===== config.mk =====
export PLATFORM = sky130hd
export DESIGN_NAME = ddi_cell
export DESIGN_NICKNAME = d
export VERILOG_FILES = /design/src/hw/rtl/ddi_pkg.sv /design/src/hw/rtl/ddi_cell.sv
export SDC_FILE = /design/constraint.sdc
export NUM_CORES = 1
export LEC_CHECK = 0
export BUFFER_PORTS_ARGS = -buffer_cell sky130_fd_sc_hd__buf_2
export CAP_MARGIN = 30
export CORE_MARGIN = 2
export CORE_UTILIZATION = 46
export DETAILED_ROUTE_END_ITERATION = 6
export GPL_TIMING_DRIVEN = 0
export PLACE_DENSITY = 0.85
export SYNTH_ARGS = -nofsm -noshare
export SYNTH_HDL_FRONTEND = slang
export SYNTH_SLANG_ARGS = --single-unit

===== constraint.sdc =====
create_clock -name clock -period 1.3 [get_ports clock]
set_input_delay 0.26 -clock clock [delete_from_list [all_inputs] [get_ports clock]]
set_output_delay 0.26 -clock clock [all_outputs]
set_load 0.01 [all_outputs]

===== src/hw/rtl/ddi_pkg.sv =====
package ddi_pkg;

   // widths of the request and response fields
   localparam int NUMBER_WIDTH = 64;
   localparam int INDEX_WIDTH  = 16;
   localparam int DIGIT_WIDTH  = 5;
   localparam int BCD_DIGIT_W  = 4;

   // most decimal digits that a 64-bit magnitude can have
   localparam int MAX_DIGIT_SLOTS = 20;

   // digit code returned when the index lies beyond the digit count
   localparam logic [DIGIT_WIDTH-1:0] NO_DIGIT = 5'h1F;

   // bcd digits of five and above are pre-corrected by three before doubling
   localparam logic [BCD_DIGIT_W-1:0] BCD_ADJ_LIMIT = 4'd5;
   localparam logic [BCD_DIGIT_W-1:0] BCD_ADJ_ADD   = 4'd3;

endpackage


===== src/hw/rtl/ddi_cell.sv =====
module ddi_cell
   import ddi_pkg::*;
#(
   parameter int NDIG = 19
) (
   input  logic                      clock,
   input  logic                      reset,
   input  logic                      enable,
   input  logic                      prev_valid,
   input  logic [4*NDIG-1:0]         prev_bcd,
   input  logic [NUMBER_WIDTH-1:0]   prev_bin,
   input  logic [INDEX_WIDTH-1:0]    prev_index,
   output logic                      next_valid,
   output logic [4*NDIG-1:0]         next_bcd,
   output logic [NUMBER_WIDTH-1:0]   next_bin,
   output logic [INDEX_WIDTH-1:0]    next_index
);

   localparam int BCD_W = 4 * NDIG;

   logic                    valid_ff;
   logic [BCD_W-1:0]        bcd_ff, bcd_in, bcd_adj;
   logic [NUMBER_WIDTH-1:0] bin_ff, bin_in;
   logic [INDEX_WIDTH-1:0]  index_ff;

   // add-three correction on every digit of five or more, then double and take in the next bit
   always_comb begin
      bcd_adj = prev_bcd;
      for (int i = 0; i < NDIG; i++) begin
         if (prev_bcd[i*BCD_DIGIT_W +: BCD_DIGIT_W] >= BCD_ADJ_LIMIT) begin
            bcd_adj[i*BCD_DIGIT_W +: BCD_DIGIT_W] =
               prev_bcd[i*BCD_DIGIT_W +: BCD_DIGIT_W] + BCD_ADJ_ADD;
         end
      end
      // top carry drops out: the value is kept modulo ten to the digit count
      bcd_in = {bcd_adj[BCD_W-2:0], prev_bin[NUMBER_WIDTH-1]};
      bin_in = {prev_bin[NUMBER_WIDTH-2:0], 1'b0};
   end

   // stage control
   always_ff @(posedge clock) begin
      if (reset) begin
         valid_ff <= 1'b0;
      end else if (enable) begin
         valid_ff <= prev_valid;
      end
   end

   // stage payload
   always_ff @(posedge clock) begin
      if (enable) begin
         bcd_ff   <= bcd_in;
         bin_ff   <= bin_in;
         index_ff <= prev_index;
      end
   end

   assign next_valid = valid_ff;
   assign next_bcd   = bcd_ff;
   assign next_bin   = bin_ff;
   assign next_index = index_ff;

endmodule


==> results of run 1 <==
[per-layer routing]
metal  routed length [um]  GRT usage (%)
met4                  323          10.94
met1                 5256          19.85
met5                    7              0
met2                 8196          33.79
met3                 1584          9.066
[stage by stage]
| stage | power, uW | cell area (um^2) | setup TNS [ns] |
|---|---|---|---|
| 3_3_place_gp | 7860 | 8407 | -292.04 |
| 4_1_cts | 12940 | 9195 | 0 |
| 6_report | 12850 | 9313 | 0 |
| 5_1_grt | 13380 | 9308 | 0 |
| 2_1_floorplan | 6969 | 6605 | 0 |
| 3_5_place_dp | 7933 | 8441 | -27.32 |
[cell type report]
class	count	area share [%]
Antenna cell	3	0.08061
Buffer	1	0.08061
Clock buffer	20	4.689
Clock inverter	9	1.585
Inverter	38	1.532
Multi-Input combinational cell	265	19.12
Sequential cell	156	50.19
Tap cell	180	2.418
Timing Repair Buffer	344	20.30
[logic make-up (layout without fill, tap and decap cells)]
| logic type | count (synthesis) | in the layout |
|---|---|---|
| simple gates | 132 | 132 |
| fa+ha+maj | 38 | 38 |
| xor+xnor | 19 | 19 |
| compound gates | 55 | 55 |
| flops | 156 | 156 |
| buf+inv | 39 | 412 |
| mux | 20 | 20 |
| other cells | 1 | 4 |
[final timing paths]
check,startpoint,slack (ns),end,cells past startpoint
hold reg to reg,next_valid$_SDFFE_PP0P_,0.52,next_valid$_SDFFE_PP0P_,2
hold / removal,prev_bin[33],0.02,next_bin[34]$_DFFE_PP_,1
setup / recovery,next_bcd[73]$_DFFE_PP_,0.05,next_bcd[73],1
setup reg to reg,next_valid$_SDFFE_PP0P_,0.71,next_valid$_SDFFE_PP0P_,2
[sequential cells by signal, summed over array words and instances (netlist names)]
signal	count
next_bcd	76
next_bin	63
next_index	16
next_valid	1
[worst register-to-register path, delay by kind of cell (launching register included)]
family,cells,cell delay [ns]
DFF,1,0.32
muxes,1,0.12
and+or+nand+nor,1,0.05
[cells in the mapped netlist (all sizes together)]
library cell	instances	area, um^2
a21oi	19	166.4
buf	1	7.510
conb	1	3.750
dfxtp	1	20.02
edfxtp	155	4654
ha	38	475.5
inv	38	142.6
mux2i	20	200.2
nand2	75	281.5
nand2b	37	231.5
nor2	20	75.07
o21ai	36	180.2
xnor2	19	166.4
[power groups by stage]
stage	clock [uW]	combinational, uW	sequential, uW
floorplan	0	420	6550
global placement	0	1570	6290
detailed placement	0	1640	6290
CTS	5070	1690	6190
global route	5260	1890	6230
finish	4970	1700	6180
[cell usage in the layout, fill, tap and decap left out]
master	count
clkbuf_16	17
mux2i_1	20
clkinvlp_4	1
conb_1	1
buf_6	1
buf_4	1
nor2_1	20
o21ai_1	18
diode_2	3
nand2_1	75
bufinv_16	4
clkinv_1	3
buf_2	314
clkinv_4	1
edfxtp_1	155
ha_1	38
dfxtp_1	1
dlygate4sd3_1	28
clkbuf_1	3
o21ai_0	18
nand2b_1	37
inv_1	38
buf_16	1
xnor2_1	19
a21oi_2	19
==> results.tsv, run 1 <==
metric	value	unit
status	completed	
grt_pass1_vias	4664	
cts-resized-gates	0	
p_clk_share	38.6	%
numCtsBuffers	17	
yosysWarnings	0	
synth-simple-area-share	8.903	%
combinationalPowerShare	13.2	%
port_buffers	315	
io_pins	317	
required	1.04	ns
worst-path-buf-inv	1	
synth_fp_nets	658	
gp_congestion	0.8656	
drc	0	
syn_avg_cell_area	14.36	um^2
final.setup.worst_slack	0.05442	ns
hold_violations	0	
synth_top_family_by_area	simple AND/OR/NAND/NOR gates	
maxCapViolations	0	
area_growth	40.99	%
synth_compound_area_share	5.247	%
swShare	22.24	%
nets	1021	
powerDensity	1380	nW/um^2
start_util	47.40	%
tightest_slew	0.5459	ns
maxSlewHeadroom	63.61	%
route.antenna.remaining_nets	0	
cts.clk_slew.worst_paths	0.06	ns
vias	4810	
multi_input_area	1780	um^2
seqPwrFrac	48.1	%
clk_path_buf_depth	2	
grt_pass1_wl	22.14	mm
cts_sinks	156	
drive_gt1_share	43.10	%
ys_ff_latch	156	
fillers	1024	
min_period	1.246	ns
critical_path.cell_chain	buf_2	
grt_max_degree	103	
muxShareOfSynthArea	3.031	%
synth-xor-area-share	2.519	%
std_cell_rows	43	
whs	0.01558	ns
htree_levels	4	
core	13930	um^2
end_kind	output port	
dr.pass1.iters	5	
synth_area	6605	um^2
holdBufCountCts	17	
wl_per_cell	15.13	um
crit_family	flip-flops	
final_util	66.83	%
die_w	123.8	um
min_path_type	in -> reg	
switchingPower	2857	uW
yosysSeqAreaShare	70.77	%
slowest_stage	edfxtp_1	
yosysUniqueCellTypes	14	
synth_fa_ha_area_share	7.198	%
postSynthCellCount	460	
leakage	0.004212	uW
dp.cells	956	
wl	15.37	mm
slew_violations	0	
crit_path_start_kind	flip-flop	
grt_usage	19.73	%
postCtsSetupRepairBufs	0	
viasPerCell	4.734	
finClkSkew	0	ns
die_y	123.8	um
fin_crit_sh	95.81	%
setup_violations	0	
drt-initial-drc-count	140	
grt_antenna_before_repair	2	
fmax	802.8	MHz
final_cells	1016	
worstSkewPairLatency	0.42	ns
worst_ep_arrival_time	0.99	ns
fp.dieArea	15330	um^2
critPathKind	reg -> out	
grt_overflow	0	
critPathMaxFanout	1	
pre_cts_ws	-0.2731	ns
register_area	4674	um^2
cts_root_buf	clkbuf_16	
cts_tree	built	
power.internal	9991	uW
rsz0062_at_grt	no	
dp.final_hpwl	11.72	mm
max-vdd-ir-drop	0.0007311	V
max_stage_delay	0.41	ns
(Power assumes the default switching activity.)
==> inputs of run 2 (changes only) <==
--- a/config.mk
+++ b/config.mk
@@ -8,10 +8,10 @@
 export BUFFER_PORTS_ARGS = -buffer_cell sky130_fd_sc_hd__buf_2
 export CAP_MARGIN = 30
 export CORE_MARGIN = 2
-export CORE_UTILIZATION = 46
+export CORE_UTILIZATION = 45
 export DETAILED_ROUTE_END_ITERATION = 6
 export GPL_TIMING_DRIVEN = 0
-export PLACE_DENSITY = 0.85
+export PLACE_DENSITY = 0.83
 export SYNTH_ARGS = -nofsm -noshare
 export SYNTH_HDL_FRONTEND = slang
 export SYNTH_SLANG_ARGS = --single-unit
==> run 2 against run 1 <==
  * Utilization decreased by 0.93 points
  * Via count is 2.3% higher
  * Clock power rose by 2%
  * Critical path type unchanged
  * Largest cell class unchanged
==> results.tsv, run 2 (same netlist as run 1, synthesis figures left out) <==
metric	value	unit	change
status	completed		
clk_path_buf_depth	2		unchanged
final_cells	1037		+2.1%
crit_path_start_kind	flip-flop		
largest_register_ffs	76		unchanged
die_y	125.2	um	+1.1%
fp.dieArea	15660	um^2	+2.1%
powerDensity	1368	nW/um^2	-0.87%
port_buffers	315		unchanged
seqPwrFrac	47.6	%	-0.5 points
cts_root_buf	clkbuf_16		
fillers	1050		+2.5%
grt_usage	19.47	%	-0.26 points
power.internal	10060	uW	+0.66%
vias	4922		+2.3%
tightest_slew	0.5592	ns	+0.01333 ns
worstSkewPairLatency	0.40	ns	-0.02 ns
grt_overflow	0		unchanged
grt_pass1_wl	23.47	mm	+6.0%
die_w	125.2	um	+1.1%
max-vdd-ir-drop	0.0007751	V	+6.0%
gp_congestion	0.8171		-5.6%
grt_antenna_before_repair	1		-1
critPathMaxFanout	1		unchanged
pre_cts_ws	-0.3341	ns	-0.06094 ns
start_util	45.79	%	-1.6 points
worst_ep_arrival_time	0.98	ns	about the same
p_clk_share	39.0	%	+0.4 points
fmax	803.3	MHz	about the same
nets	1038		+1.7%
cts.clk_slew.worst_paths	0.06	ns	about the same
final.setup.worst_slack	0.05521	ns	+0.0007872 ns
min_path_type	in -> reg		
std_cell_rows	44		+2.3%
core	14420	um^2	+3.5%
drt-initial-drc-count	181		+29%
crit_family	flip-flops		
leakage	0.004298	uW	+2.0%
io_pins	317		unchanged
grt_pass1_vias	4875		+4.5%
cts_tree	built		
dp.final_hpwl	11.35	mm	-3.2%
drive_gt1_share	42.61	%	-0.49 points
slew_violations	0		unchanged
maxSlewHeadroom	62.72	%	-0.89 points
wl_per_cell	15.16	um	+0.25%
slowest_stage	edfxtp_1		
area_growth	43.91	%	
cts_sinks	156		unchanged
htree_levels	4		unchanged
viasPerCell	4.746		+0.26%
switchingPower	2943	uW	+3.0%
route.antenna.remaining_nets	0		unchanged
final_cell_mix	314 x buf_2, 155 x edfxtp_1, 75 x nand2_1		
combinationalPowerShare	13.4	%	+0.2 points
finClkSkew	0	ns	unchanged
wl	15.72	mm	+2.3%
maxCapViolations	0		unchanged
min_period	1.245	ns	-0.0007872 ns
layout_commonest_cell	buf_2		
worst-path-buf-inv	1		unchanged
hold_violations	0		unchanged
max_stage_delay	0.41	ns	about the same
dr.pass1.iters	6		+1
r2r_cells	2		unchanged
dp.cells	960		+0.42%
end_kind	output port		
whs	0.02268	ns	+0.007093 ns
critPathKind	reg -> out		
final_util	65.90	%	-0.93 points
grt_max_degree	92		-11%
required	1.04	ns	about the same
min_path_cells	1		unchanged
rsz0062_at_grt	no		
setup_violations	0		unchanged
critical_path.cell_chain	buf_2		
numCtsBuffers	17		unchanged
drc	0		unchanged
fin_crit_sh	95.75	%	about the same
crit_cells	1		unchanged
swShare	22.64	%	+0.40 points
==> run 2: repair_timing <==
action,CTS,global route
resized for setup,0,1
endpoints found under the setup margin,0,1
setup buffers,0,0
hold buffers,14,31
endpoints found under the hold margin,14,31
==> run 2: final cells by class <==
| class | instances | area, um^2 | share of cell area, % |
|---|---|---|---|
| clock buffer | 19 | 432.9 | 4.554 |
| multi-input combinational | 265 | 1780 | 18.73 |
| antenna | 1 | 2.502 | 0.02633 |
| inverter | 38 | 142.6 | 1.501 |
| clock inverter | 12 | 171.4 | 1.803 |
| buffer | 1 | 7.507 | 0.07898 |
| timing repair buffer | 361 | 2063 | 21.71 |
| tap | 184 | 230.2 | 2.422 |
| sequential | 156 | 4674 | 49.18 |
==> run 2: worst paths after layout <==
kind                           startpoint                 endpoint  slack [ns]
setup / recovery   next_bin[61]$_DFFE_PP_             next_bin[61]        0.06
hold reg to reg   next_valid$_SDFFE_PP0P_  next_valid$_SDFFE_PP0P_        0.55
setup reg to reg  next_valid$_SDFFE_PP0P_  next_valid$_SDFFE_PP0P_        0.69
hold / removal                prev_bin[5]    next_bin[6]$_DFFE_PP_        0.02
==> run 2: layer usage <==
layer	vias to the layer above	GRT usage, %	part of all wire (%)
met2	234	34.88	53
met4	0	7.516	2.7
met5	-	0	0
li1	2371	-	-
met3	34	9.114	8.7
met1	2283	19.63	36
==> run 2: metrics by stage <==
step	TNS [ns]	instance area, um^2	power (uW)
3_3_place_gp	-294.18	8412	7860
4_1_cts	0	9190	13040
2_1_floorplan	0	6605	6969
3_5_place_dp	-26.75	8446	7930
6_report	0	9505	13000
5_1_grt	0	9505	13540
==> run 2: power by group through the flow <==
stage | clock [uW] | combinational (uW) | sequential (uW)
3_5_place_dp | 0 | 1640 | 6290
2_1_floorplan | 0 | 420 | 6550
5_1_grt | 5400 | 1910 | 6220
6_report | 5070 | 1750 | 6190
3_3_place_gp | 0 | 1570 | 6290
4_1_cts | 5170 | 1680 | 6190
