$ cat src/hw/rtl/ddi_pkg.sv
package ddi_pkg;

   // widths of the request and response fields
   localparam int NUMBER_WIDTH = 64;
   localparam int INDEX_WIDTH  = 16;
   localparam int DIGIT_WIDTH  = 5;
   localparam int BCD_DIGIT_W  = 4;

   // most decimal digits that a 64-bit magnitude can have
   localparam int MAX_DIGIT_SLOTS = 20;

   // digit code returned when the index lies beyond the digit count
   localparam logic [DIGIT_WIDTH-1:0] NO_DIGIT = 5'h1F;

   // bcd digits of five and above are pre-corrected by three before doubling
   localparam logic [BCD_DIGIT_W-1:0] BCD_ADJ_LIMIT = 4'd5;
   localparam logic [BCD_DIGIT_W-1:0] BCD_ADJ_ADD   = 4'd3;

endpackage

$ cat src/hw/rtl/ddi_select.sv
module ddi_select
   import ddi_pkg::*;
#(
   parameter int NDIG = 19
) (
   input  logic                          clock,
   input  logic                          reset,
   input  logic                          enable,
   input  logic                          conv_valid,
   input  logic [4*NDIG-1:0]             conv_bcd,
   input  logic [INDEX_WIDTH-1:0]        conv_index,
   output logic                          rsp_valid,
   output logic signed [DIGIT_WIDTH-1:0] rsp_digit
);

   localparam int CW = $clog2(NDIG + 1);
   localparam int PW = (NDIG > 1) ? $clog2(NDIG) : 1;

   logic [BCD_DIGIT_W-1:0]  digits [NDIG];
   logic [CW-1:0]           count;
   logic [CW-1:0]           pos;
   logic [DIGIT_WIDTH-1:0]  digit_in;
   logic                    valid_ff;
   logic [DIGIT_WIDTH-1:0]  digit_ff;

   // split the bcd word into digits, least significant first
   always_comb begin
      for (int i = 0; i < NDIG; i++) begin
         digits[i] = conv_bcd[i*BCD_DIGIT_W +: BCD_DIGIT_W];
      end
   end

   // digit count: position of the highest non-zero digit, at least one
   always_comb begin
      count = CW'(1);
      for (int i = 0; i < NDIG; i++) begin
         if (digits[i] != '0) begin
            count = CW'(i + 1);
         end
      end
   end

   // pick the digit counted from the most significant end
   always_comb begin
      pos = count - CW'(1) - conv_index[CW-1:0];
      if (conv_index >= INDEX_WIDTH'(count)) begin
         digit_in = NO_DIGIT;
      end else begin
         digit_in = {1'b0, digits[pos[PW-1:0]]};
      end
   end

   // output register
   always_ff @(posedge clock) begin
      if (reset) begin
         valid_ff <= 1'b0;
      end else if (enable) begin
         valid_ff <= conv_valid;
      end
   end

   always_ff @(posedge clock) begin
      if (enable) begin
         digit_ff <= digit_in;
      end
   end

   assign rsp_valid = valid_ff;
   assign rsp_digit = digit_ff;

endmodule

$ cat config.mk
export PLATFORM = sky130hd
export DESIGN_NAME = ddi_select
export DESIGN_NICKNAME = d
export VERILOG_FILES = /design/src/hw/rtl/ddi_pkg.sv /design/src/hw/rtl/ddi_select.sv
export SDC_FILE = /design/constraint.sdc
export NUM_CORES = 1
export LEC_CHECK = 0
export BUFFER_PORTS_ARGS = -buffer_cell sky130_fd_sc_hd__buf_2
export CAP_MARGIN = 20
export CELL_PAD_IN_SITES_DETAIL_PLACEMENT = 0
export CELL_PAD_IN_SITES_GLOBAL_PLACEMENT = 1
export CORE_MARGIN = 4
export CORE_UTILIZATION = 29
export CTS_CLUSTER_DIAMETER = 50
export CTS_CLUSTER_SIZE = 25
export DETAILED_ROUTE_END_ITERATION = 7
export PLACE_DENSITY = 0.84
export SLEW_MARGIN = 5
export SYNTH_ARGS = -nofsm -noshare
export SYNTH_HDL_FRONTEND = slang
export SYNTH_SLANG_ARGS = --single-unit
$ cat constraint.sdc
create_clock -name clock -period 4.3 [get_ports clock]
set_clock_uncertainty 0.05 [all_clocks]
set_input_delay 0.86 -clock clock [delete_from_list [all_inputs] [get_ports clock]]
set_output_delay 0.86 -clock clock [all_outputs]
set_load 0.02 [all_outputs]
==> key figures, run 1 <==
Yosys
  • Top cell type's share of synthesized area: 0.225
  • EDFF count, synth: 5
  • Post-synthesis sequential area ratio: 0.113
  • Mapped Area: 1500 µm²
  • Synth Register Bits: 6
  • Synth warn: 0
  • Mean Syn Cell Area: 8.79 µm²
  • Async SR Flop Fraction: 0
  • Synth unique cells: 39
  • Post-synthesis cell count: 171
  • Syn Nets: 275
  • Area contributors post-synth: mux4_2, edfxtp_1, nor4_1, ha_1, mux2i_1
  • Synth Flop Type: edfxtp_1
  • Largest area contributor in the netlist: mux4_2

Status
  • Status: finished, final reports clean

Critical path
  • Crit start category: input pin
  • CP max FO: 5
  • CP endpoint kind: register
  • Critical Path AT: 4.06 ns
  • Critical Path RT: 4.22 ns
  • WS Path Type: input pin to register

Detailed routing
  • Via/cell ratio: 5.57
  • Drt wl/cell: 16.3 µm
  • WL final: 5740 µm
  • DRT Pass-1 Iters: 4
  • Detail Route Antenna Nets: 0
  • DRC Markers: 0
  • Iteration-0 DRC Markers: 138
  • Routed via count: 1967

Global routing
  • Global Route Usage Sum: 0.171
  • First-pass GRT wire length: 8660 µm
  • Initial antenna violation count: 0
  • Largest net degree at the start of global routing: 15
  • Vias in the first global route: 1860
  • Grt ovf: 0

Timing
  • Slew @ Worst Pin: 0.608 ns
  • PnR worst setup slack: 0.162 ns
  • Hold Violations, Final: 0
  • Max-Slew Margin vs Limit: 0.595
  • Fmax: 242 MHz
  • Max Transition Viols Final: 0
  • Tcrit/Tclk final: 0.962
  • Setup violations, final: 0
  • Tmin final: 4.14 ns
  • RSZ-0062 raised after global routing: no
  • TNS Setup: 0 ns

CTS
  • Post-CTS setup buffer count: 0
  • Clock slew at reported path FFs: 0.04 ns
  • Post-cts gate resize count: 0
  • CTS HTree Levels: 1
  • CTS tree: built
  • Worst skew pair latency: 0.23 ns
  • CTS Buf Count: 3
  • Clk sinks: 6
  • CTS Hold Bufs: 0
  • Clk root buf: clkbuf_8
  • Longest Clk Path Bufs: 2

Floorplanning
  • Die area: 6400 µm²
  • Row cnt: 25
  • DIE HEIGHT: 80.0 µm
  • Chip Width: 80.0 µm
  • Placeable Area: 4880 µm²
  • Top-Level Pins: 102
  • Initial Util: 0.308

Job
  • Max-cap violation count: 0

Min path
  • HP Class: register to register

Final layout
  • Most frequent cells in the layout: buf_2, buf_4, nor4_1
  • Final Util: 0.457
  • Number of diodes: 0
  • Share of layout cells above drive strength 1: 0.497
  • Area of all placed cells without fillers: 2230 µm²
  • P&R area growth vs syn: 48.2%
  • Layout net count: 391
  • Final Non-Filler Cells: 353
  • Commonest non-fill, non-tap cell in the layout: buf_2

Power and ir drop
  • Worst vdd ir: 0.0718 mV
  • Static leakage: 1.02 nW
  • Net load switching power: 0.125 mW
  • Int Pwr: 0.239 mW
  • Sequential power share: 0.186
  • Clk pwr share: 0.259
  • Combinational Power Share: 0.555
  • Pwr dens: 163 nW/µm²
  • Switching portion of total power: 0.343

Placed design
  • Port buffer count: 101
  • Pre-CTS setup slack: -0.0896 ns
  • Post-Place Cells: 349
  • DP HPWL: 5100 µm
  • Placement Cell Area: 2180 µm²
  • Gpl congestion: 0.913
-- cells in the mapped netlist, types with 2 or more instances --
cell type and instances:
nor4_1 17, mux4_2 15, o21ai_0 13, inv_1 11, nand3_1 11, a21oi_1 9
mux2i_1 8, a31oi_1 7, ha_1 7, a21o_1 6, buf_2 6, nand2_1 6
nor2_1 6, or4_1 6, edfxtp_1 5, o211ai_1 5, nor2b_1 4, nor3_1 3
o21ai_1 3, buf_4 2, nand2b_1 2, or4_4 2
-- worst max-delay path: stages --
cell	delay, ns
buf_2	0.11
or4_4	0.55
a211oi_2	0.25
o311ai_1	0.11
a31oi_1	0.30
o22ai_1	0.17
fa_1	0.68
buf_4	0.21
mux4_2	0.51
nand3_1	0.10
a21o_1	0.13
o211ai_1	0.08
-- logic make-up (layout without fill, tap and decap cells) --
kind of cell | Yosys count | after routing | synth area share
AND/OR/NAND/NOR | 61 | 61 | 0.235
AO/OA/AOI/OAI | 50 | 50 | 0.209
multiplexers | 25 | 25 | 0.303
buffers and inverters | 19 | 134 | 0.0574
adder cells (fa/ha/maj) | 8 | 8 | 0.0715
flip-flops | 6 | 6 | 0.113
XOR/XNOR | 2 | 2 | 0.0116
-- stage by stage --
| stage | power (mW) | hold slack [ns] |
|---|---|---|
| final | 0.364 | 0.433 |
| after global routing | 0.389 | 0.466 |
| after CTS | 0.364 | 0.442 |
| after detailed placement | 0.269 | 0.430 |
| after global placement | 0.267 | 0.421 |
| after floorplan | 0.181 | 0.529 |
-- routing by layer --
| layer | wire length [µm] | GRT usage | part of all wire | vias up |
|---|---|---|---|---|
| met5 | 0 | 0 | 0 | - |
| met4 | 67 | 0.0304 | 0.012 | 0 |
| met3 | 423 | 0.0316 | 0.074 | 6 |
| met2 | 2760 | 0.278 | 0.48 | 92 |
| met1 | 2480 | 0.239 | 0.43 | 928 |
| li1 | - | - | - | 941 |
-- sequential cells by signal, indices dropped and copies added, names as in the netlist --
signal / count
rsp_valid: 1
rsp_digit: 5
-- path summary, 6_finish.rpt --
check                                       startpoint                         end  slack (ns)  depth (start not counted)
worst min-delay path            rsp_valid$_SDFFE_PP0P_      rsp_valid$_SDFFE_PP0P_        0.43                          2
worst max-delay path                      conv_bcd[16]  rsp_digit[0]$_SDFFCE_PP1P_        0.16                         12
worst max register to register  rsp_valid$_SDFFE_PP0P_      rsp_valid$_SDFFE_PP0P_        3.68                          2
worst min register to register  rsp_valid$_SDFFE_PP0P_      rsp_valid$_SDFFE_PP0P_        0.43                          2
-- layout make-up --
| type | count | area, µm² |
|---|---|---|
| multi-input cells | 146 | 1250 |
| clock buffers | 4 | 45.0 |
| inverters | 11 | 41.3 |
| fillers | 529 | 2650 |
| flip-flops and latches | 6 | 170 |
| repair buffers | 119 | 641 |
| well taps | 67 | 83.8 |
-- power groups by stage --
stage	Combinational (mW)	Sequential (mW)	Clock, mW
finish	0.202	0.0675	0.0943
CTS	0.201	0.0674	0.0955
floorplan	0.109	0.0720	0
global route	0.220	0.0676	0.102
global placement	0.198	0.0684	0
detailed placement	0.200	0.0683	0
(Power assumes the default switching activity.)
==> run 2: changes to the inputs <==
==> constraint.sdc (replaced) <==
create_clock -name clock -period 4 [get_ports clock]
set_clock_uncertainty 0.05 [all_clocks]
set_input_delay 0.8 -clock clock [delete_from_list [all_inputs] [get_ports clock]]
set_output_delay 0.8 -clock clock [all_outputs]
set_load 0.02 [all_outputs]
==> run 2 against run 1 <==
Effect of this change: clock power up 4.7%; total power up 10%; via count up 1.9%; die area unchanged; count of clock-buffer cells in the layout unchanged; sequential power up 7.4%; sequential share of layout area down 0.41 points; wire length up 1.4%; critical path depth unchanged; global-route usage about the same.
==> key figures, run 2 (synthesized netlist as in run 1, its figures left out) <==
Timing
  • Fmax: 256 MHz
  • Max-Slew Margin vs Limit: 0.676 (was 0.595)
  • PnR worst setup slack: 0.0925 ns (was 0.162 ns)
  • Hold Violations, Final: 0 (unchanged)
  • Tmin final: 3.91 ns
  • TNS Setup: 0 ns (unchanged)
  • Max Transition Viols Final: 0 (unchanged)
  • Tcrit/Tclk final: 0.977
  • Setup violations, final: 0 (unchanged)
  • Slew @ Worst Pin: 0.482 ns (was 0.608 ns)
  • RSZ-0062 raised after global routing: yes (was no)

Critical path
  • Crit start category: input pin (unchanged)
  • Slowest CP cell: fa_2 (was fa_1)
  • Critical Path AT: 3.82 ns (was 4.06 ns)
  • Worst path cell trace: buf_2 > or4_4 > a211oi_2 > o311ai_1 > a31oi_1 > o22ai_1 > fa_2 > buf_6 > mux4_2 > nand3_1 > a21o_1 > o211ai_1 (was buf_2 > or4_4 > a211oi_2 > o311ai_1 > a31oi_1 > o22ai_1 > fa_1 > buf_4 > mux4_2 > nand3_1 > a21o_1 > o211ai_1)
  • WS Path Type: input pin to register (unchanged)
  • Critical Path RT: 3.91 ns (was 4.22 ns)
  • Worst flop-to-flop path startpoint: rsp_valid$_SDFFE_PP0P_ (unchanged)
  • CP endpoint kind: register (unchanged)
  • Crit path from: conv_bcd[16] (unchanged)
  • Reg-to-reg endpoint: rsp_valid$_SDFFE_PP0P_ (unchanged)
  • R2R cell count: 2 (unchanged)
  • Worst stage delay on the critical path: 0.64 ns (was 0.68 ns)
  • Slack of the worst reg-to-reg path: 3.38 ns (was 3.68 ns)
  • CP max FO: 5 (unchanged)

Min path
  • Worst Hold End: rsp_valid$_SDFFE_PP0P_ (unchanged)
  • HP Class: register to register (unchanged)
  • Hold Crit Depth: 2 (unchanged)
  • Worst Hold Launch: rsp_valid$_SDFFE_PP0P_ (unchanged)

Placed design
  • Gpl congestion: 0.944 (was 0.913)
  • Pre-CTS setup slack: -0.276 ns (was -0.0896 ns)
  • Port buffer count: 101 (unchanged)
  • DP HPWL: 5130 µm (was 5100 µm)
  • Post-Place Cells: 361 (was 349)

Detailed routing
  • DRC Markers: 0 (unchanged)
  • WL final: 5820 µm (was 5740 µm)
  • Iteration-0 DRC Markers: 143 (was 138)
  • Drt wl/cell: 15.9 µm (was 16.3 µm)
  • Detail Route Antenna Nets: 0 (unchanged)
  • DRT Pass-1 Iters: 4 (unchanged)
  • Routed via count: 2005 (was 1967)
  • Via/cell ratio: 5.49 (was 5.57)

Floorplanning
  • Row cnt: 25 (unchanged)
  • Initial Util: 0.308 (unchanged)
  • Die area: 6400 µm² (unchanged)
  • Top-Level Pins: 102 (unchanged)
  • Placeable Area: 4880 µm² (unchanged)
  • Chip Width: 80.0 µm (unchanged)
  • DIE HEIGHT: 80.0 µm (unchanged)

Global routing
  • Vias in the first global route: 1959 (was 1860)
  • Grt ovf: 0 (unchanged)
  • Initial antenna violation count: 0 (unchanged)
  • Global Route Usage Sum: 0.172 (was 0.171)
  • First-pass GRT wire length: 8710 µm (was 8660 µm)
  • Largest net degree at the start of global routing: 13 (was 15)

CTS
  • CTS Buf Count: 3 (unchanged)
  • Clock slew at reported path FFs: 0.04 ns (about the same)
  • Clk root buf: clkbuf_8 (unchanged)
  • CTS HTree Levels: 1 (unchanged)
  • Worst skew pair latency: 0.22 ns (was 0.23 ns)
  • CTS tree: built (unchanged)
  • Clk sinks: 6 (unchanged)
  • Longest Clk Path Bufs: 2 (unchanged)
  • Post-CTS setup buffer count: 0 (unchanged)

Final layout
  • Most frequent cells in the layout: buf_2, buf_4, mux4_2 (was buf_2, buf_4, nor4_1)
  • Share of layout cells above drive strength 1: 0.537 (was 0.497)
  • Final Non-Filler Cells: 365 (was 353)
  • Number of diodes: 0 (unchanged)
  • Commonest non-fill, non-tap cell in the layout: buf_2 (unchanged)
  • Max reg flops: 5 (unchanged)
  • Layout net count: 403 (was 391)
  • Layout fillers: 506 (was 529)
  • P&R area growth vs syn: 56.7% (was 48.2%)

Job
  • Max-cap violation count: 0 (unchanged)

Power and ir drop
  • Pwr dens: 170 nW/µm² (was 163 nW/µm²)
  • Static leakage: 1.08 nW (was 1.02 nW)
  • Worst vdd ir: 0.0975 mV (was 0.0718 mV)

Status
  • Status: finished, final reports clean (unchanged)
## run 2: cell count changes in the layout (fill, tap and decap cells not counted), sizes merged
cell  before  now
buf      119  131
## run 2: metrics by stage
stage                     utilization  hold slack (ns)  cell area, µm²  power (mW)
after floorplan                     -            0.529            1500       0.194
after global placement          0.466            0.421            2270       0.294
after detailed placement        0.466            0.430            2270       0.297
after CTS                       0.476            0.439            2320       0.397
after global routing            0.483            0.474            2360       0.425
final                           0.483            0.431            2360       0.400
## run 2: layer usage
metal	global-route usage	up-vias	routed length [µm]
met5	0	-	0
met4	0.0422	0	117
met3	0.0305	14	551
met2	0.285	104	2830
met1	0.230	931	2320
li1	-	956	-
## run 2: critical path, delay by kind of cell
kind	cells	cell delay, ns
AND/OR/NAND/NOR	2	0.65
adder cells (fa/ha/maj)	1	0.64
buffers and inverters	2	0.27
multiplexers	1	0.51
AO/OA/AOI/OAI	6	0.95
## run 2: final cells by class
| cell class | instances | area [µm²] | area share |
|---|---|---|---|
| multi-input cells | 146 | 1280 | 0.544 |
| repair buffers | 131 | 734 | 0.312 |
| flip-flops and latches | 6 | 170 | 0.0722 |
| well taps | 67 | 83.8 | 0.0356 |
| clock buffers | 4 | 45.0 | 0.0191 |
| inverters | 11 | 41.3 | 0.0175 |
## run 2: repair_timing
action                     4_1_cts  5_1_grt
gates resized for setup          1        7
hold buffers                     0        0
pin swaps                        1        1
setup endpoints to repair        4        4
gates cloned                     0        0
## run 2: how the worst max path moves through the flow
stage                                 endpoint  slack (ns)  cells past startpoint
finish              rsp_digit[0]$_SDFFCE_PP1P_        0.09                     12
global route        rsp_digit[0]$_SDFFCE_PP1P_      0.0002                     12
CTS                 rsp_digit[0]$_SDFFCE_PP1P_        0.02                     12
detailed placement  rsp_digit[0]$_SDFFCE_PP1P_       -0.28                     12
global placement    rsp_digit[0]$_SDFFCE_PP1P_       -0.29                     12
floorplan           rsp_digit[0]$_SDFFCE_PP1P_        0.07                     14
## run 2: where the power goes
part           leakage [nW]  internal (mW)  switching [mW]
Clock                0.0228         0.0689          0.0298
Combinational         0.995          0.125           0.104
Sequential           0.0587         0.0711         0.00144
==> run 3: changes to the inputs <==
--- a/config.mk
+++ b/config.mk
@@ -10,11 +10,13 @@
 export CELL_PAD_IN_SITES_DETAIL_PLACEMENT = 0
 export CELL_PAD_IN_SITES_GLOBAL_PLACEMENT = 1
 export CORE_MARGIN = 4
-export CORE_UTILIZATION = 29
+export CORE_UTILIZATION = 30
+export CTS_BUF_LIST = sky130_fd_sc_hd__clkbuf_4
 export CTS_CLUSTER_DIAMETER = 50
 export CTS_CLUSTER_SIZE = 25
 export DETAILED_ROUTE_END_ITERATION = 7
-export PLACE_DENSITY = 0.84
+export PLACE_DENSITY = 0.86
+export SETUP_SLACK_MARGIN = 0.4
 export SLEW_MARGIN = 5
 export SYNTH_ARGS = -nofsm -noshare
 export SYNTH_HDL_FRONTEND = slang
==> run 3 against run 2 <==
Effect of this change: count of clock-buffer cells in the layout stayed put; critical endpoint is now rsp_digit[1]$_SDFFCE_PP1P_; largest cell class unchanged; first-iteration DRC count fell by 2.1%; combinational power is 7% higher.
==> key figures, run 3 (synthesized netlist as in run 1, its figures left out) <==
Floorplanning
  • Top-Level Pins: 102 (unchanged)
  • Initial Util: 0.314 (was 0.308)
  • Chip Width: 78.8 µm (was 80.0 µm)
  • Row cnt: 25 (unchanged)
  • Die area: 6210 µm² (was 6400 µm²)
  • Placeable Area: 4790 µm² (was 4880 µm²)
  • DIE HEIGHT: 78.8 µm (was 80.0 µm)

Critical path
  • Worst flop-to-flop path startpoint: rsp_valid$_SDFFE_PP0P_ (unchanged)
  • CP endpoint kind: register (unchanged)
  • Critical Path RT: 3.92 ns (was 3.91 ns)
  • Reg-to-reg endpoint: rsp_valid$_SDFFE_PP0P_ (unchanged)
  • WS Path Type: input pin to register (unchanged)
  • Crit start category: input pin (unchanged)
  • Slack of the worst reg-to-reg path: 3.38 ns (about the same)
  • R2R cell count: 2 (unchanged)
  • CP max FO: 6 (was 5)
  • Critical Path AT: 3.83 ns (was 3.82 ns)

CTS
  • CTS Buf Count: 3 (unchanged)
  • Clock slew at reported path FFs: 0.04 ns (about the same)
  • Clk sinks: 6 (unchanged)
  • Clk root buf: clkbuf_4 (was clkbuf_8)
  • Longest Clk Path Bufs: 2 (unchanged)
  • Worst skew pair latency: 0.24 ns (was 0.22 ns)
  • CTS HTree Levels: 1 (unchanged)
  • CTS Hold Bufs: 0 (unchanged)
  • CTS tree: built (unchanged)

Detailed routing
  • DRT Pass-1 Iters: 4 (unchanged)
  • Metal3 WL: 383 µm (was 551 µm)
  • Detail Route Antenna Nets: 0 (unchanged)
  • Via/cell ratio: 5.47 (was 5.49)
  • Iteration-0 DRC Markers: 140 (was 143)
  • WL final: 5800 µm (was 5820 µm)
  • WL met1: 2250 µm (was 2320 µm)
  • Routed via count: 1984 (was 2005)
  • Met2 wire length: 3080 µm (was 2830 µm)
  • Top Layer Used: met4 (unchanged)
  • DRC Markers: 0 (unchanged)
  • Drt wl/cell: 16.0 µm (was 15.9 µm)

Status
  • Status: finished, final reports clean (unchanged)

Timing
  • Tcrit/Tclk final: 0.978 (was 0.977)
  • RSZ-0062 raised after global routing: yes (unchanged)
  • TNS Setup: 0 ns (unchanged)
  • Max Transition Viols Final: 0 (unchanged)
  • Worst hold slack: 0.439 ns (was 0.431 ns)
  • Hold Violations, Final: 0 (unchanged)
  • Max-Slew Margin vs Limit: 0.589 (was 0.676)
  • Setup violations, final: 0 (unchanged)
  • Tmin final: 3.91 ns (about the same)
  • Fmax: 256 MHz (about the same)
  • Slew @ Worst Pin: 0.610 ns (was 0.482 ns)

Global routing
  • Global Route Usage Sum: 0.171 (was 0.172)
  • Vias in the first global route: 1987 (was 1959)
  • Grt ovf: 0 (unchanged)
  • First-pass GRT wire length: 8670 µm (was 8710 µm)
  • Largest net degree at the start of global routing: 13 (unchanged)
  • Initial antenna violation count: 0 (unchanged)

Power and ir drop
  • Combinational Power Share: 0.641 (was 0.572)
  • Clk pwr share: 0.173 (was 0.246)
  • Net load switching power: 0.135 mW (about the same)
  • Int Pwr: 0.249 mW (was 0.265 mW)
  • Sequential power share: 0.186 (was 0.181)
  • Worst vdd ir: 0.0675 mV (was 0.0975 mV)
  • Static leakage: 1.09 nW (was 1.08 nW)
  • Pwr dens: 158 nW/µm² (was 170 nW/µm²)
  • Switching portion of total power: 0.352 (was 0.338)

Placed design
  • Port buffer count: 101 (unchanged)
  • Post-Place Cells: 355 (was 361)
  • DP HPWL: 4960 µm (was 5130 µm)
  • Gpl congestion: 0.881 (was 0.944)

Min path
  • HP Class: register to register (unchanged)
  • Worst Hold End: rsp_valid$_SDFFE_PP0P_ (unchanged)
  • Hold Crit Depth: 2 (unchanged)
  • Worst Hold Launch: rsp_valid$_SDFFE_PP0P_ (unchanged)

Final layout
  • Share of layout cells above drive strength 1: 0.584 (was 0.537)
  • Final Non-Filler Cells: 363 (was 365)
  • Max reg flops: 5 (unchanged)
  • Layout net count: 401 (was 403)
  • Most frequent cells in the layout: buf_2, buf_4, mux4_2 (unchanged)
  • Number of diodes: 0 (unchanged)
  • P&R area growth vs syn: 62.1% (was 56.7%)
  • Layout fillers: 470 (was 506)
  • Commonest non-fill, non-tap cell in the layout: buf_2 (unchanged)

Job
  • Max-cap violation count: 0 (unchanged)
[run 3: cell count changes in the layout (fill, tap and decap cells not counted), moves of 2 or more]
cell / previous run / this run
buf_2: 101 / 99
buf_4: 29 / 26
clkbuf_4: 0 / 4
clkbuf_8: 3 / 0
nand3_1: 11 / 7
nand3_2: 0 / 4
o21ai_0: 12 / 9
o21ai_2: 0 / 2
[run 3: worst max-delay path by stage]
stage	from	endpoint	slack [ns]	cells after the start
final	conv_bcd[15]	rsp_digit[1]$_SDFFCE_PP1P_	0.09	12
after global routing	conv_bcd[15]	rsp_digit[3]$_SDFFCE_PP1P_	0.01	12
after CTS	conv_bcd[16]	rsp_digit[0]$_SDFFCE_PP1P_	0.08	12
after detailed placement	conv_bcd[16]	rsp_digit[0]$_SDFFCE_PP1P_	-0.19	12
after global placement	conv_bcd[16]	rsp_digit[0]$_SDFFCE_PP1P_	-0.13	12
after floorplan	conv_bcd[16]	rsp_digit[0]$_SDFFCE_PP1P_	0.24	12
[run 3: final cells by class]
class / instances / area [µm²] / area share
Sequential cell: 6 / 170 / 0.0698
Inverter: 11 / 41.3 / 0.0169
Timing Repair Buffer: 129 / 762 / 0.312
Multi-Input combinational cell: 146 / 1350 / 0.554
Tap cell: 67 / 83.8 / 0.0344
Clock buffer: 4 / 30.0 / 0.0123
[run 3: repair_timing]
action	4_1_cts	5_1_grt
gates resized for setup	0	29
cloned	0	1
buffers inserted	1	2
setup endpoints to repair	4	5
pin swaps	2	14
[run 3: critical path, cell delays in order]
cell	delay (ns)
buf_8	0.09
or4_4	0.54
a211oi_4	0.25
o311ai_2	0.14
a31oi_2	0.23
o22ai_2	0.13
fa_2	0.65
clkbuf_16	0.19
mux4_2	0.52
nand3_2	0.08
a21o_1	0.13
o211ai_1	0.09
[run 3: power groups by stage]
stage	sequential, mW	combinational [mW]	clock (mW)
2_1_floorplan	0.0774	0.121	0
3_3_place_gp	0.0726	0.219	0
3_5_place_dp	0.0728	0.222	0
4_1_cts	0.0717	0.223	0.0699
5_1_grt	0.0719	0.265	0.0732
6_report	0.0716	0.246	0.0666
[run 3: metal layers]
| layer | GRT usage | vias up |
|---|---|---|
| met2 | 0.307 | 80 |
| li1 | - | 955 |
| met3 | 0.0170 | 6 |
| met5 | 0 | - |
| met1 | 0.216 | 943 |
| met4 | 0.0490 | 0 |
[run 3: per-stage QoR]
step	utilization	total power [mW]	worst slack (ns)	cell area [µm²]
floorplan	-	0.198	0.242	1520
global placement	0.470	0.291	-0.133	2250
detailed placement	0.470	0.294	-0.189	2250
CTS	0.477	0.364	0.0758	2280
global route	0.510	0.410	0.0142	2440
finish	0.510	0.384	0.0887	2440
